[src/design/cifd_pkg.sv]
// ----------------------------------------------------------------------------
// cifd_pkg
// shared types, codes and constants of the compact integer field decoder
// ----------------------------------------------------------------------------
package cifd_pkg;

  localparam int CMD_W    = 2;
  localparam int BYTE_W   = 8;
  localparam int VALUE_W  = 32;
  localparam int KIND_W   = 2;
  localparam int STATUS_W = 2;
  localparam int CNT_W    = 3;

  // command codes on the input channel
  localparam logic [CMD_W-1:0] CMD_INT  = 2'd0;
  localparam logic [CMD_W-1:0] CMD_UINT = 2'd1;
  localparam logic [CMD_W-1:0] CMD_BOOL = 2'd2;
  localparam logic [CMD_W-1:0] CMD_END  = 2'd3;

  // field kinds
  localparam logic [KIND_W-1:0] KIND_INT  = 2'd0;
  localparam logic [KIND_W-1:0] KIND_UINT = 2'd1;
  localparam logic [KIND_W-1:0] KIND_BOOL = 2'd2;

  // result status codes
  localparam logic [STATUS_W-1:0] ST_OK  = 2'd0;
  localparam logic [STATUS_W-1:0] ST_EOS = 2'd1;
  localparam logic [STATUS_W-1:0] ST_BAD = 2'd2;

  localparam logic [BYTE_W-1:0]  ESC_16   = 8'h80;
  localparam logic [BYTE_W-1:0]  ESC_32   = 8'h81;
  localparam logic [VALUE_W-1:0] TOP_FILL = 32'hF000_0000;

  typedef enum logic [1:0] {
    PH_IDLE = 2'd0,
    PH_INT  = 2'd1,
    PH_UINT = 2'd2
  } phase_t;

  typedef struct packed {
    phase_t             phase;
    logic [CNT_W-1:0]   pending;
    logic [VALUE_W-1:0] partial;
    logic [CNT_W-1:0]   taken;
  } dec_state_t;

  typedef struct packed {
    logic                emit;
    logic [VALUE_W-1:0]  value;
    logic [KIND_W-1:0]   kind;
    logic [STATUS_W-1:0] status;
  } dec_result_t;

endpackage

[src/design/cifd_in_if.sv]
// ----------------------------------------------------------------------------
// cifd_in_if
// byte channel into the decoder: command and raw data byte
// ----------------------------------------------------------------------------
interface cifd_in_if;
  import cifd_pkg::*;

  logic              valid;
  logic              ready;
  logic [CMD_W-1:0]  cmd;
  logic [BYTE_W-1:0] data_byte;

  modport source (output valid, output cmd, output data_byte, input ready);
  modport sink   (input valid, input cmd, input data_byte, output ready);
endinterface

[src/design/cifd_out_if.sv]
// ----------------------------------------------------------------------------
// cifd_out_if
// decoded field channel: value, kind and status
// ----------------------------------------------------------------------------
interface cifd_out_if;
  import cifd_pkg::*;

  logic                valid;
  logic                ready;
  logic [VALUE_W-1:0]  value;
  logic [KIND_W-1:0]   kind;
  logic [STATUS_W-1:0] status;

  modport source (output valid, output value, output kind, output status, input ready);
  modport sink   (input valid, input value, input kind, input status, output ready);
endinterface

[src/design/cifd_decode.sv]
// ----------------------------------------------------------------------------
// cifd_decode
// one-byte step of the field decoder: next state and optional result
// ----------------------------------------------------------------------------
module cifd_decode (
  input  cifd_pkg::dec_state_t        state,
  input  logic [cifd_pkg::CMD_W-1:0]  cmd,
  input  logic [cifd_pkg::BYTE_W-1:0] data_byte,
  output cifd_pkg::dec_state_t        state_nxt,
  output cifd_pkg::dec_result_t       result
);
  import cifd_pkg::*;

  localparam dec_state_t IDLE_STATE = '{phase: PH_IDLE, pending: '0, partial: '0, taken: '0};

  logic [VALUE_W-1:0] byte_ext;
  logic [VALUE_W-1:0] int_part;
  logic [VALUE_W-1:0] grp_part;
  logic [VALUE_W-1:0] grp_ext;
  logic [CNT_W-1:0]   pending_dec;

  assign byte_ext    = {{(VALUE_W-BYTE_W){1'b0}}, data_byte};
  assign grp_ext     = {{(VALUE_W-BYTE_W+1){1'b0}}, data_byte[BYTE_W-2:0]};
  assign pending_dec = state.pending - CNT_W'(1);

  // escaped int payload byte placement
  always_comb begin
    case (state.taken[1:0])
      2'd0:    int_part = state.partial | byte_ext;
      2'd1:    int_part = state.partial | (byte_ext << 8);
      2'd2:    int_part = state.partial | (byte_ext << 16);
      default: int_part = state.partial | (byte_ext << 24);
    endcase
  end

  // uint group placement
  always_comb begin
    case (state.taken[1:0])
      2'd0:    grp_part = state.partial | grp_ext;
      2'd1:    grp_part = state.partial | (grp_ext << 7);
      2'd2:    grp_part = state.partial | (grp_ext << 14);
      default: grp_part = state.partial | (grp_ext << 21);
    endcase
  end

  always_comb begin
    state_nxt = state;
    result    = '{emit: 1'b0, value: '0, kind: KIND_INT, status: ST_OK};
    if (cmd == CMD_END) begin
      if (state.phase != PH_IDLE) begin
        state_nxt = IDLE_STATE;
        result    = '{emit: 1'b1, value: '0,
                      kind: (state.phase == PH_INT) ? KIND_INT : KIND_UINT,
                      status: ST_EOS};
      end
    end else begin
      unique case (state.phase)
        PH_INT: begin
          if (pending_dec == '0) begin
            state_nxt = IDLE_STATE;
            result    = '{emit: 1'b1, value: int_part, kind: KIND_INT, status: ST_OK};
          end else begin
            state_nxt.partial = int_part;
            state_nxt.taken   = state.taken + CNT_W'(1);
            state_nxt.pending = pending_dec;
          end
        end
        PH_UINT: begin
          if (state.taken[1:0] == 2'd3) begin
            state_nxt = IDLE_STATE;
            result    = '{emit: 1'b1,
                          value: data_byte[BYTE_W-1] ? (grp_part | TOP_FILL) : grp_part,
                          kind: KIND_UINT, status: ST_OK};
          end else if (data_byte[BYTE_W-1]) begin
            state_nxt.partial = grp_part;
            state_nxt.taken   = state.taken + CNT_W'(1);
          end else begin
            state_nxt = IDLE_STATE;
            result    = '{emit: 1'b1, value: grp_part, kind: KIND_UINT, status: ST_OK};
          end
        end
        PH_IDLE: begin
          case (cmd)
            CMD_INT: begin
              if (data_byte == ESC_16 || data_byte == ESC_32) begin
                state_nxt = '{phase: PH_INT,
                              pending: (data_byte == ESC_16) ? CNT_W'(2) : CNT_W'(4),
                              partial: '0, taken: '0};
              end else begin
                result = '{emit: 1'b1, value: byte_ext, kind: KIND_INT, status: ST_OK};
              end
            end
            CMD_UINT: begin
              if (data_byte[BYTE_W-1]) begin
                state_nxt = '{phase: PH_UINT, pending: '0, partial: grp_ext,
                              taken: CNT_W'(1)};
              end else begin
                result = '{emit: 1'b1, value: byte_ext, kind: KIND_UINT, status: ST_OK};
              end
            end
            default: begin
              if (data_byte > BYTE_W'(1)) begin
                result = '{emit: 1'b1, value: '0, kind: KIND_BOOL, status: ST_BAD};
              end else begin
                result = '{emit: 1'b1, value: byte_ext, kind: KIND_BOOL, status: ST_OK};
              end
            end
          endcase
        end
        default: begin
          state_nxt = IDLE_STATE;
        end
      endcase
    end
  end

endmodule

[src/design/compact_integer_field_decoder.sv]
// ----------------------------------------------------------------------------
// compact_integer_field_decoder
// byte-serial decoder of escaped ints, 7-bit group uints and bools
// ----------------------------------------------------------------------------
//
//   channel  direction  payload                        notes
//   in_ch    sink       cmd[1:0], data_byte[7:0]       one byte per transaction
//   out_ch   source     value[31:0], kind, status      zero or one per input
//
// one byte per cycle sustained while the output is not stalled; a byte waits
// in the input register, and its result, if any, is registered as it moves on
// field state (phase, counters, partial value) updates when a byte moves on
// an output stall holds the input register; in_ready stays high while it is free
// rst_n is synchronous and clears valid bits and field state
//
module compact_integer_field_decoder (
  input logic        clk,
  input logic        rst_n,
  cifd_in_if.sink    in_ch,
  cifd_out_if.source out_ch
);
  import cifd_pkg::*;

  // input register
  logic              in_valid_r;
  logic [CMD_W-1:0]  in_cmd_r;
  logic [BYTE_W-1:0] in_byte_r;

  // field state carried between bytes
  dec_state_t  state_r;
  dec_state_t  state_nxt;
  dec_result_t result;

  // result register
  logic                out_valid_r;
  logic [VALUE_W-1:0]  out_value_r;
  logic [KIND_W-1:0]   out_kind_r;
  logic [STATUS_W-1:0] out_status_r;

  logic out_free;
  logic advance;

  // output slot is free when empty or being drained this cycle
  assign out_free     = !out_valid_r || out_ch.ready;
  // a byte leaves the input register only when the result slot is free,
  // whether or not the byte finishes a field
  assign advance      = in_valid_r && out_free;
  assign in_ch.ready  = !in_valid_r || advance;

  cifd_decode u_decode (
    .state     (state_r),
    .cmd       (in_cmd_r),
    .data_byte (in_byte_r),
    .state_nxt (state_nxt),
    .result    (result)
  );

  always_ff @(posedge clk) begin
    if (!rst_n) begin
      in_valid_r <= 1'b0;
    end else if (in_ch.ready) begin
      in_valid_r <= in_ch.valid;
    end
  end

  // payload of the input register, no reset needed
  always_ff @(posedge clk) begin
    if (in_ch.ready && in_ch.valid) begin
      in_cmd_r  <= in_ch.cmd;
      in_byte_r <= in_ch.data_byte;
    end
  end

  always_ff @(posedge clk) begin
    if (!rst_n) begin
      state_r <= '{phase: PH_IDLE, pending: '0, partial: '0, taken: '0};
    end else if (advance) begin
      state_r <= state_nxt;
    end
  end

  always_ff @(posedge clk) begin
    if (!rst_n) begin
      out_valid_r <= 1'b0;
    end else if (out_free) begin
      out_valid_r <= advance && result.emit;
    end
  end

  always_ff @(posedge clk) begin
    if (advance && result.emit) begin
      out_value_r  <= result.value;
      out_kind_r   <= result.kind;
      out_status_r <= result.status;
    end
  end

  assign out_ch.valid  = out_valid_r;
  assign out_ch.value  = out_value_r;
  assign out_ch.kind   = out_kind_r;
  assign out_ch.status = out_status_r;

`ifndef SYNTH
  // an error result never carries a value
  a_err_value_zero: assert property (@(posedge clk) disable iff (!rst_n)
    out_valid_r && out_status_r != ST_OK |-> out_value_r == '0)
    else $error("error result with nonzero value");

  // a good bool is zero or one
  a_bool_range: assert property (@(posedge clk) disable iff (!rst_n)
    out_valid_r && out_kind_r == KIND_BOOL && out_status_r == ST_OK
      |-> out_value_r <= VALUE_W'(1))
    else $error("bool result out of range");

  // idle field state holds no leftovers
  a_idle_clean: assert property (@(posedge clk) disable iff (!rst_n)
    state_r.phase == PH_IDLE |-> state_r.pending == '0 && state_r.partial == '0
      && state_r.taken == '0)
    else $error("idle state not clean");

  // an escaped int always owes at least one byte
  a_int_pending: assert property (@(posedge clk) disable iff (!rst_n)
    state_r.phase == PH_INT |-> state_r.pending != '0)
    else $error("int escape with nothing pending");
`endif

endmodule

[src/flat_wrapper.sv]
// flat-port wrapper written by rule: the top's interface ports become plain ports
module compact_integer_field_decoder_flat import cifd_pkg::*;
  (clk, rst_n, in_ch_valid, in_ch_cmd, in_ch_data_byte, in_ch_ready, out_ch_valid, out_ch_value, out_ch_kind, out_ch_status, out_ch_ready);
  cifd_in_if in_ch_i ();
  cifd_out_if out_ch_i ();
  input logic clk;
  input logic rst_n;
  input wire logic [$bits(in_ch_i.valid)-1:0] in_ch_valid;
  input wire logic [$bits(in_ch_i.cmd)-1:0] in_ch_cmd;
  input wire logic [$bits(in_ch_i.data_byte)-1:0] in_ch_data_byte;
  output wire logic [$bits(in_ch_i.ready)-1:0] in_ch_ready;
  output wire logic [$bits(out_ch_i.valid)-1:0] out_ch_valid;
  output wire logic [$bits(out_ch_i.value)-1:0] out_ch_value;
  output wire logic [$bits(out_ch_i.kind)-1:0] out_ch_kind;
  output wire logic [$bits(out_ch_i.status)-1:0] out_ch_status;
  input wire logic [$bits(out_ch_i.ready)-1:0] out_ch_ready;
  assign in_ch_i.valid = in_ch_valid;
  assign in_ch_i.cmd = in_ch_cmd;
  assign in_ch_i.data_byte = in_ch_data_byte;
  assign in_ch_ready = in_ch_i.ready;
  assign out_ch_valid = out_ch_i.valid;
  assign out_ch_value = out_ch_i.value;
  assign out_ch_kind = out_ch_i.kind;
  assign out_ch_status = out_ch_i.status;
  assign out_ch_i.ready = out_ch_ready;
  compact_integer_field_decoder u_core (.clk(clk), .rst_n(rst_n), .in_ch(in_ch_i), .out_ch(out_ch_i));
endmodule
[config.mk]
export PLATFORM = sky130hd
export DESIGN_NAME = compact_integer_field_decoder_flat
export DESIGN_NICKNAME = d
export VERILOG_FILES = /design/src/design/cifd_pkg.sv /design/src/design/cifd_in_if.sv /design/src/design/cifd_out_if.sv /design/src/design/cifd_decode.sv /design/src/design/compact_integer_field_decoder.sv /design/src/flat_wrapper.sv
export SDC_FILE = /design/constraint.sdc
export NUM_CORES = 1
export LEC_CHECK = 0
export ABC_AREA = 1
export CAP_MARGIN = 20
export CORE_AREA = 4 4 146 148
export CTS_CLUSTER_DIAMETER = 50
export DETAILED_ROUTE_END_ITERATION = 12
export DIE_AREA = 0 0 150 152
export DONT_BUFFER_PORTS = 1
export GPL_ROUTABILITY_DRIVEN = 0
export PLACE_DENSITY = 0.49
export SLEW_MARGIN = 15
export SYNTH_ARGS = -nofsm -noshare
export SYNTH_HDL_FRONTEND = slang
export SYNTH_SLANG_ARGS = --single-unit
[constraint.sdc]
create_clock -name clk -period 2.17 [get_ports clk]
set_input_delay 0.1085 -clock clk [delete_from_list [all_inputs] [get_ports clk]]
set_output_delay 0.1085 -clock clk [all_outputs]
set_load 0.02 [all_outputs]
==> results of run 1 <==
## state kept, by name, summed over array words and instances, names as in the netlist
register,cells
u_core.state_r,39
u_core.in_byte_r,8
u_core.in_cmd_r,2
u_core.out_ch.value,32
u_core.out_ch.kind,2
u_core.out_ch.status,2
u_core.in_valid_r,1
u_core.out_ch.valid,1
## power by group
group          leakage, uW  internal (uW)  switching, uW  total, uW
registers         0.000785           1790           64.7       1860
logic              0.00144            148            324        472
clock network     0.000127            775            679       1450
total              0.00236           2720           1070       3780
## worst max-delay path: stages (launching register included)
cell	delay, ps
dfxtp_1	350
inv_1	60
ha_1	220
xnor2_2	150
nand3_1	110
buf_6	190
clkinvlp_4	170
buf_4	200
a22oi_1	170
nor2_1	60
## cell type report
cell class | count | area, um2 | area share
clock inverters | 7 | 50.05 | 0.008584
clock buffers | 9 | 225.2 | 0.03863
well taps | 270 | 337.8 | 0.05794
flip-flops and latches | 87 | 2202 | 0.3777
inverters | 76 | 294.0 | 0.05043
multi-input cells | 469 | 2276 | 0.3903
repair buffers | 54 | 445.4 | 0.07639
## timing repair
| item | CTS | global route |
|---|---|---|
| hold buffers | 13 | 0 |
| gates resized for setup | 0 | 4 |
| endpoints found under the hold margin | 18 | 0 |
| setup endpoints to repair | 0 | 30 |
## worst paths after layout
check,from,end,depth (start not counted)
max reg2reg,u_core.state_r[35],u_core.out_ch.value[17],9
min reg2reg,u_core.state_r[9],u_core.state_r[9],2
max,u_core.state_r[35],u_core.out_ch.value[17],9
min,rst_n,u_core.state_r[32],3
## routing by layer
metal | wire (um) | track usage | vias to the layer above
met5 | 0 | 0 | -
met4 | 244 | 0.03965 | 0
met3 | 771 | 0.02800 | 17
met2 | 7335 | 0.2206 | 136
met1 | 7231 | 0.1917 | 2129
li1 | - | - | 2280
## through the flow
step           utilization  cell area, um2  hold slack, ps
3_5_place_dp        0.2698            5406           207.4
3_3_place_gp        0.2698            5406           207.5
6_report            0.2910            5831           235.7
5_1_grt             0.2910            5831           284.4
2_1_floorplan            -            4936           207.4
4_1_cts             0.2900            5812           235.4
## cell usage in the layout, fill, tap and decap left out, types with 2 or more instances in the layout
| master | Yosys | final |
|---|---|---|
| nand3_1 | 39 | 39 |
| nand2_2 | 2 | 3 |
| a31oi_1 | 9 | 9 |
| nor2_8 | 2 | 2 |
| o22ai_1 | 16 | 16 |
| o21bai_1 | 6 | 6 |
| a21oi_1 | 73 | 73 |
| clkinv_2 | 1 | 3 |
| dfxtp_1 | 41 | 41 |
| nor2_2 | 2 | 2 |
| clkbuf_16 | 0 | 9 |
| ha_1 | 6 | 6 |
| nand2_1 | 184 | 183 |
| nor2_1 | 64 | 64 |
| edfxtp_1 | 46 | 46 |
| inv_1 | 67 | 64 |
| buf_4 | 0 | 39 |
| dlygate4sd3_1 | 0 | 13 |
| o21ai_1 | 3 | 3 |
| nand3_2 | 3 | 3 |
| clkinvlp_4 | 0 | 5 |
| o22a_1 | 6 | 6 |
| inv_2 | 7 | 8 |
| buf_6 | 6 | 2 |
| clkinv_4 | 0 | 2 |
| o21ai_0 | 36 | 36 |
| a22oi_1 | 4 | 4 |
## logic make-up (layout without fill, tap and decap cells)
group,after synthesis,count (layout)
buffers and inverters,107,146
DFF,87,87
AOI/OAI and AO/OA,160,160
and+or+nand+nor,302,302
xor gates and xnor gates,1,1
adders and majority gates,6,6
==> metrics.yaml, run 1 <==
detailed_routing:
  drt_iter0_drc: 328
  antenna_left: 0
  via_count: 4562
  first_pass_iters: 5
  routed_wl_mm: 15.58
  routedWlPerCell_um: 16.03
  drc: 0
  vias_per_cell: 4.693
synth:
  synthAdderAreaFrac: 0.01523
  synth.most_common_cell: "nand2_1"
  synthArstFlopShare: 0
  syn-num-nets: 683
  synth_top_area_cell: "edfxtp_1"
  ys.flop_type: "edfxtp_1"
  yosys.area.top_type_share: 0.2802
  syn_area_per_cell_um2: 7.435
  synth-seq-area-share: 0.4467
  yosys.area_share.simple: 0.2594
  synth-xor-area-share: 0.001777
  ys_top_cells_by_count: "184 x nand2_1, 73 x a21oi_1, 67 x inv_1, 64 x nor2_1, 46 x edfxtp_1"
  yosys-top-cells-area: "edfxtp_1 28%, dfxtp_1 17%, nand2_1 14%"
  synth_area_um2: 4930
  synthCells: 663
  yosysUniqueCellTypes: 40
  synth_mux_area_frac: 0
  synth_edf_count: 46
  synth_compound_area_frac: 0.1832
  yosysWarnings: 0
  synth_top_family_by_area: "simple AND/OR/NAND/NOR gates"
  synth_seq_cells: 87
layout:
  diodes: 0
  syn_to_final_growth_pct: 18.27
  drive_gt1_frac: 0.1197
  layout.nets: 717
  fin_cells: 972
  num-fill-cells: 2238
floorplan:
  ios: 52
  start_util: 0.2460
  num_rows: 52
  die_area_um2: 22800
  core_area_um2: 20040
  die_h_um: 152
  die_width_um: 150
outcome:
  status: "complete, no violations"
timing:
  fmax_mhz: 512.6
  slew_viol_final: 0
  fin_crit_ps: 1951
  skew_ps: 7.152
  tightest_slew_ps: 479.5
  maxSlewHeadroom: 0.6803
  period_share: 0.8989
  fin_ws_ps: 219.3
  tns_ps: 0
  rsz0062_at_grt: "no"
  hold_viol_final: 0
  setup_violations: 0
clock_network:
  numCtsBuffers: 9
  cts_root_buf: "clkbuf_16"
  cts.sinks: 87
  insertion_delay_ps: 350
  htree_levels: 3
  clk_pin_slew_ps: 70
  clock_path_buffers: 2
  cts_tree: "yes"
  postCtsSetupBuffers: 0
setup_path:
  start_kind: "flip-flop"
  arrival_ps: 2050
  reg2reg_slack_ps: 220
  crit_path_max_fanout: 12
  worstPathRequired_ps: 2270
  critPathCaptureType: "flip-flop"
  crit_type: "reg2reg"
placed_design:
  dp.cells: 943
  place_hpwl_mm: 10.93
  port_buffers: 0
  post-place-ws_ps: 111.0
power:
  p_leak_uw: 0.002356
  ir_drop_mv: 0.3712
  power.density_nw_per_um2: 648.7
  total_power_uw: 3782
global_routing:
  grt_max_degree: 36
  grt_util_all_layers: 0.1390
  grt_overflow: 0
  grt_pass1_wl_mm: 24.84
  antenna_found_initial: 0
  grt_pass1_vias: 4377
run:
  drv_cap: 0
worst_hold_path:
  hold_class: "in2reg"
(Power assumes the default switching activity.)
==> run 2: changes to the inputs <==
--- a/config.mk
+++ b/config.mk
@@ -13,7 +13,7 @@
 export DIE_AREA = 0 0 150 152
 export DONT_BUFFER_PORTS = 1
 export GPL_ROUTABILITY_DRIVEN = 0
-export PLACE_DENSITY = 0.49
+export PLACE_DENSITY = 0.48
 export SLEW_MARGIN = 15
 export SYNTH_ARGS = -nofsm -noshare
 export SYNTH_HDL_FRONTEND = slang
==> constraint.sdc (replaced) <==
create_clock -name clk -period 2.35 [get_ports clk]
set_input_delay 0.1175 -clock clk [delete_from_list [all_inputs] [get_ports clk]]
set_output_delay 0.1175 -clock clk [all_outputs]
set_load 0.02 [all_outputs]
==> run 2 against run 1 <==
Sequential share of layout area barely moved. Hold slack improved by 10 ps. Fmax fell by 7.3%. Combinational power fell by 7.0%. Final cell count fell by 0.10%. Die area did not move. Count of clock-buffer cells in the layout rose by 3. Worst setup slack improved by 27 ps. Flip-flop and latch count did not move. Non-clock buffer count fell by 1. Critical path type unchanged. Largest cell class unchanged.
==> metrics.yaml, run 2 (synthesized netlist as in run 1, its figures left out) <==
floorplan:
  start_util: 0.2460  # unchanged
  num_rows: 52  # unchanged
  die_area_um2: 22800  # unchanged
  core_area_um2: 20040  # unchanged
  die_width_um: 150  # unchanged
  die_h_um: 152  # unchanged
  ios: 52  # unchanged
setup_path:
  crit_type: "reg2reg"
  reg2reg_slack_ps: 250  # +30 ps
  arrival_ps: 2260  # +210 ps
  endpoint: "u_core.out_ch.value[15]"
  ff2ff_path_depth: 8  # -1
  crit_top_cell: "inv_1"
  cpPeakStageDelay_ps: 350  # about the same
  crit_path_max_fanout: 12  # unchanged
  crit_path_start: "u_core.state_r[35]"
  crit_path_top_delay_cell: "dfxtp_1"
  start_kind: "flip-flop"
  critPathCaptureType: "flip-flop"
  worstPathCellList: "inv_1 -> ha_1 -> xnor2_1 -> nand3_1 -> buf_4 -> inv_1 -> nand2_1 -> a21oi_1"
  rr_startpoint: "u_core.state_r[35]"
  timing.rr.end: "u_core.out_ch.value[15]"
  worstPathRequired_ps: 2500  # +230 ps
placed_design:
  port_buffers: 0  # unchanged
  place_hpwl_mm: 11.14  # +1.9%
  dp.cells: 942  # -0.11%
layout:
  largest_reg_flops: 39  # unchanged
  fin_cells: 971  # -0.10%
  syn_to_final_growth_pct: 18.17  # about the same
  layout_common_cells: "184 x nand2_1, 73 x a21oi_1, 66 x inv_1"
  final_common_cell: "nand2_1"
  diodes: 0  # unchanged
  layout.nets: 716  # -0.14%
  top_register: "u_core.state_r"
  drive_gt1_frac: 0.1098  # -0.009815
detailed_routing:
  highest_layer: "met4"
  wl_met3_um: 953  # +24%
  via_count: 4493  # -1.5%
  drc: 0  # unchanged
  routed_wl_mm: 15.91  # +2.1%
  routedWlPerCell_um: 16.38  # +2.2%
  drt_iter0_drc: 401  # +22%
  vias_per_cell: 4.627  # -1.4%
  dr_wl_met2_mm: 7.060  # -3.7%
  met1_length_mm: 7.670  # +6.1%
  first_pass_iters: 7  # +2
  antenna_left: 0  # unchanged
global_routing:
  grt_pass1_wl_mm: 25.25  # +1.6%
  antenna_found_initial: 0  # unchanged
  grt_pass1_vias: 4328  # -1.1%
  grt_max_degree: 35  # -2.8%
  grt_overflow: 0  # unchanged
  grt_util_all_layers: 0.1429  # +0.003931
power:
  power.density_nw_per_um2: 606.8  # -6.5%
  ir_drop_mv: 0.3440  # -7.3%
  p_leak_uw: 0.002378  # +0.92%
clock_network:
  cts_root_buf: "clkbuf_16"
  numCtsBuffers: 9  # unchanged
  cts_resized: 0  # unchanged
  insertion_delay_ps: 360  # about the same
  cts_tree: "yes"
  clock_path_buffers: 2  # unchanged
  cts.sinks: 87  # unchanged
  htree_levels: 3  # unchanged
  clk_pin_slew_ps: 70  # about the same
timing:
  skew_ps: 11.78  # +4.625 ps
  fin_crit_ps: 2103  # +152.7 ps
  maxSlewHeadroom: 0.6375  # -0.04278
  hold_viol_final: 0  # unchanged
  tns_ps: 0  # unchanged
  setup_violations: 0  # unchanged
  slew_viol_final: 0  # unchanged
  tightest_slew_ps: 542.4  # +62.86 ps
  period_share: 0.8951  # -0.003874
  fmax_mhz: 475.4  # -7.3%
  rsz0062_at_grt: "no"
outcome:
  status: "complete, no violations"
worst_hold_path:
  hold_class: "in2reg"
run:
  drv_cap: 0  # unchanged
-- run 2: worst min-delay path by stage --
stage,from,endpoint,slack [ps],cells past startpoint
4_1_cts,in_ch_valid,u_core.in_byte_r[6],250,2
2_1_floorplan,in_ch_data_byte[0],u_core.in_byte_r[0],220,0
3_3_place_gp,in_ch_data_byte[6],u_core.in_byte_r[6],220,0
6_report,in_ch_valid,u_core.in_byte_r[6],250,2
5_1_grt,in_ch_valid,u_core.in_byte_r[6],280,2
3_5_place_dp,in_ch_cmd[0],u_core.in_cmd_r[0],220,0
-- run 2: power breakdown --
group	switching [uW]	total, uW	internal [uW]
clock	605	1380	774
sequential	61.4	1720	1660
combinational	301	439	138
total	968	3540	2570
-- run 2: what timing repair did --
| action | CTS | global route |
|---|---|---|
| buffers inserted | 0 | 0 |
| endpoints found under the hold margin | 18 | 0 |
| hold buffers | 13 | 0 |
-- run 2: routing by layer --
metal / track usage / up-vias
met2: 0.2180 / 136
li1: - / 2270
met5: 0 / -
met3: 0.03783 / 19
met4: 0.03834 / 0
met1: 0.2001 / 2068
-- run 2: cell type report --
type | instances | area (um2)
fillers | 2239 | 14210
multi-input cells | 469 | 2266
flip-flops and latches | 87 | 2202
repair buffers | 53 | 455.4
well taps | 270 | 337.8
inverters | 76 | 286.5
clock buffers | 12 | 257.7
clock inverters | 4 | 20.02
-- run 2: critical path: cells and delay by family (launching register included) --
family	cells	cell delay, ps
xor gates and xnor gates	1	220
adders and majority gates	1	200
buffers and inverters	3	610
AOI/OAI and AO/OA	1	260
and+or+nand+nor	2	240
DFF	1	350
-- run 2: stage by stage --
stage / util / total power (uW) / cell area, um2 / hold slack (ps) / setup WS (ps)
6_report: 0.2907 / 3535 / 5826 / 245.8 / 246.6
5_1_grt: 0.2907 / 3687 / 5826 / 275.1 / 37.20
4_1_cts: 0.2907 / 3573 / 5826 / 251.9 / 277.9
3_5_place_dp: 0.2704 / 2169 / 5418 / 216.4 / 282.9
3_3_place_gp: 0.2704 / 2175 / 5418 / 216.4 / 273.5
2_1_floorplan: - / 2006 / 4930 / 216.4 / 7.813
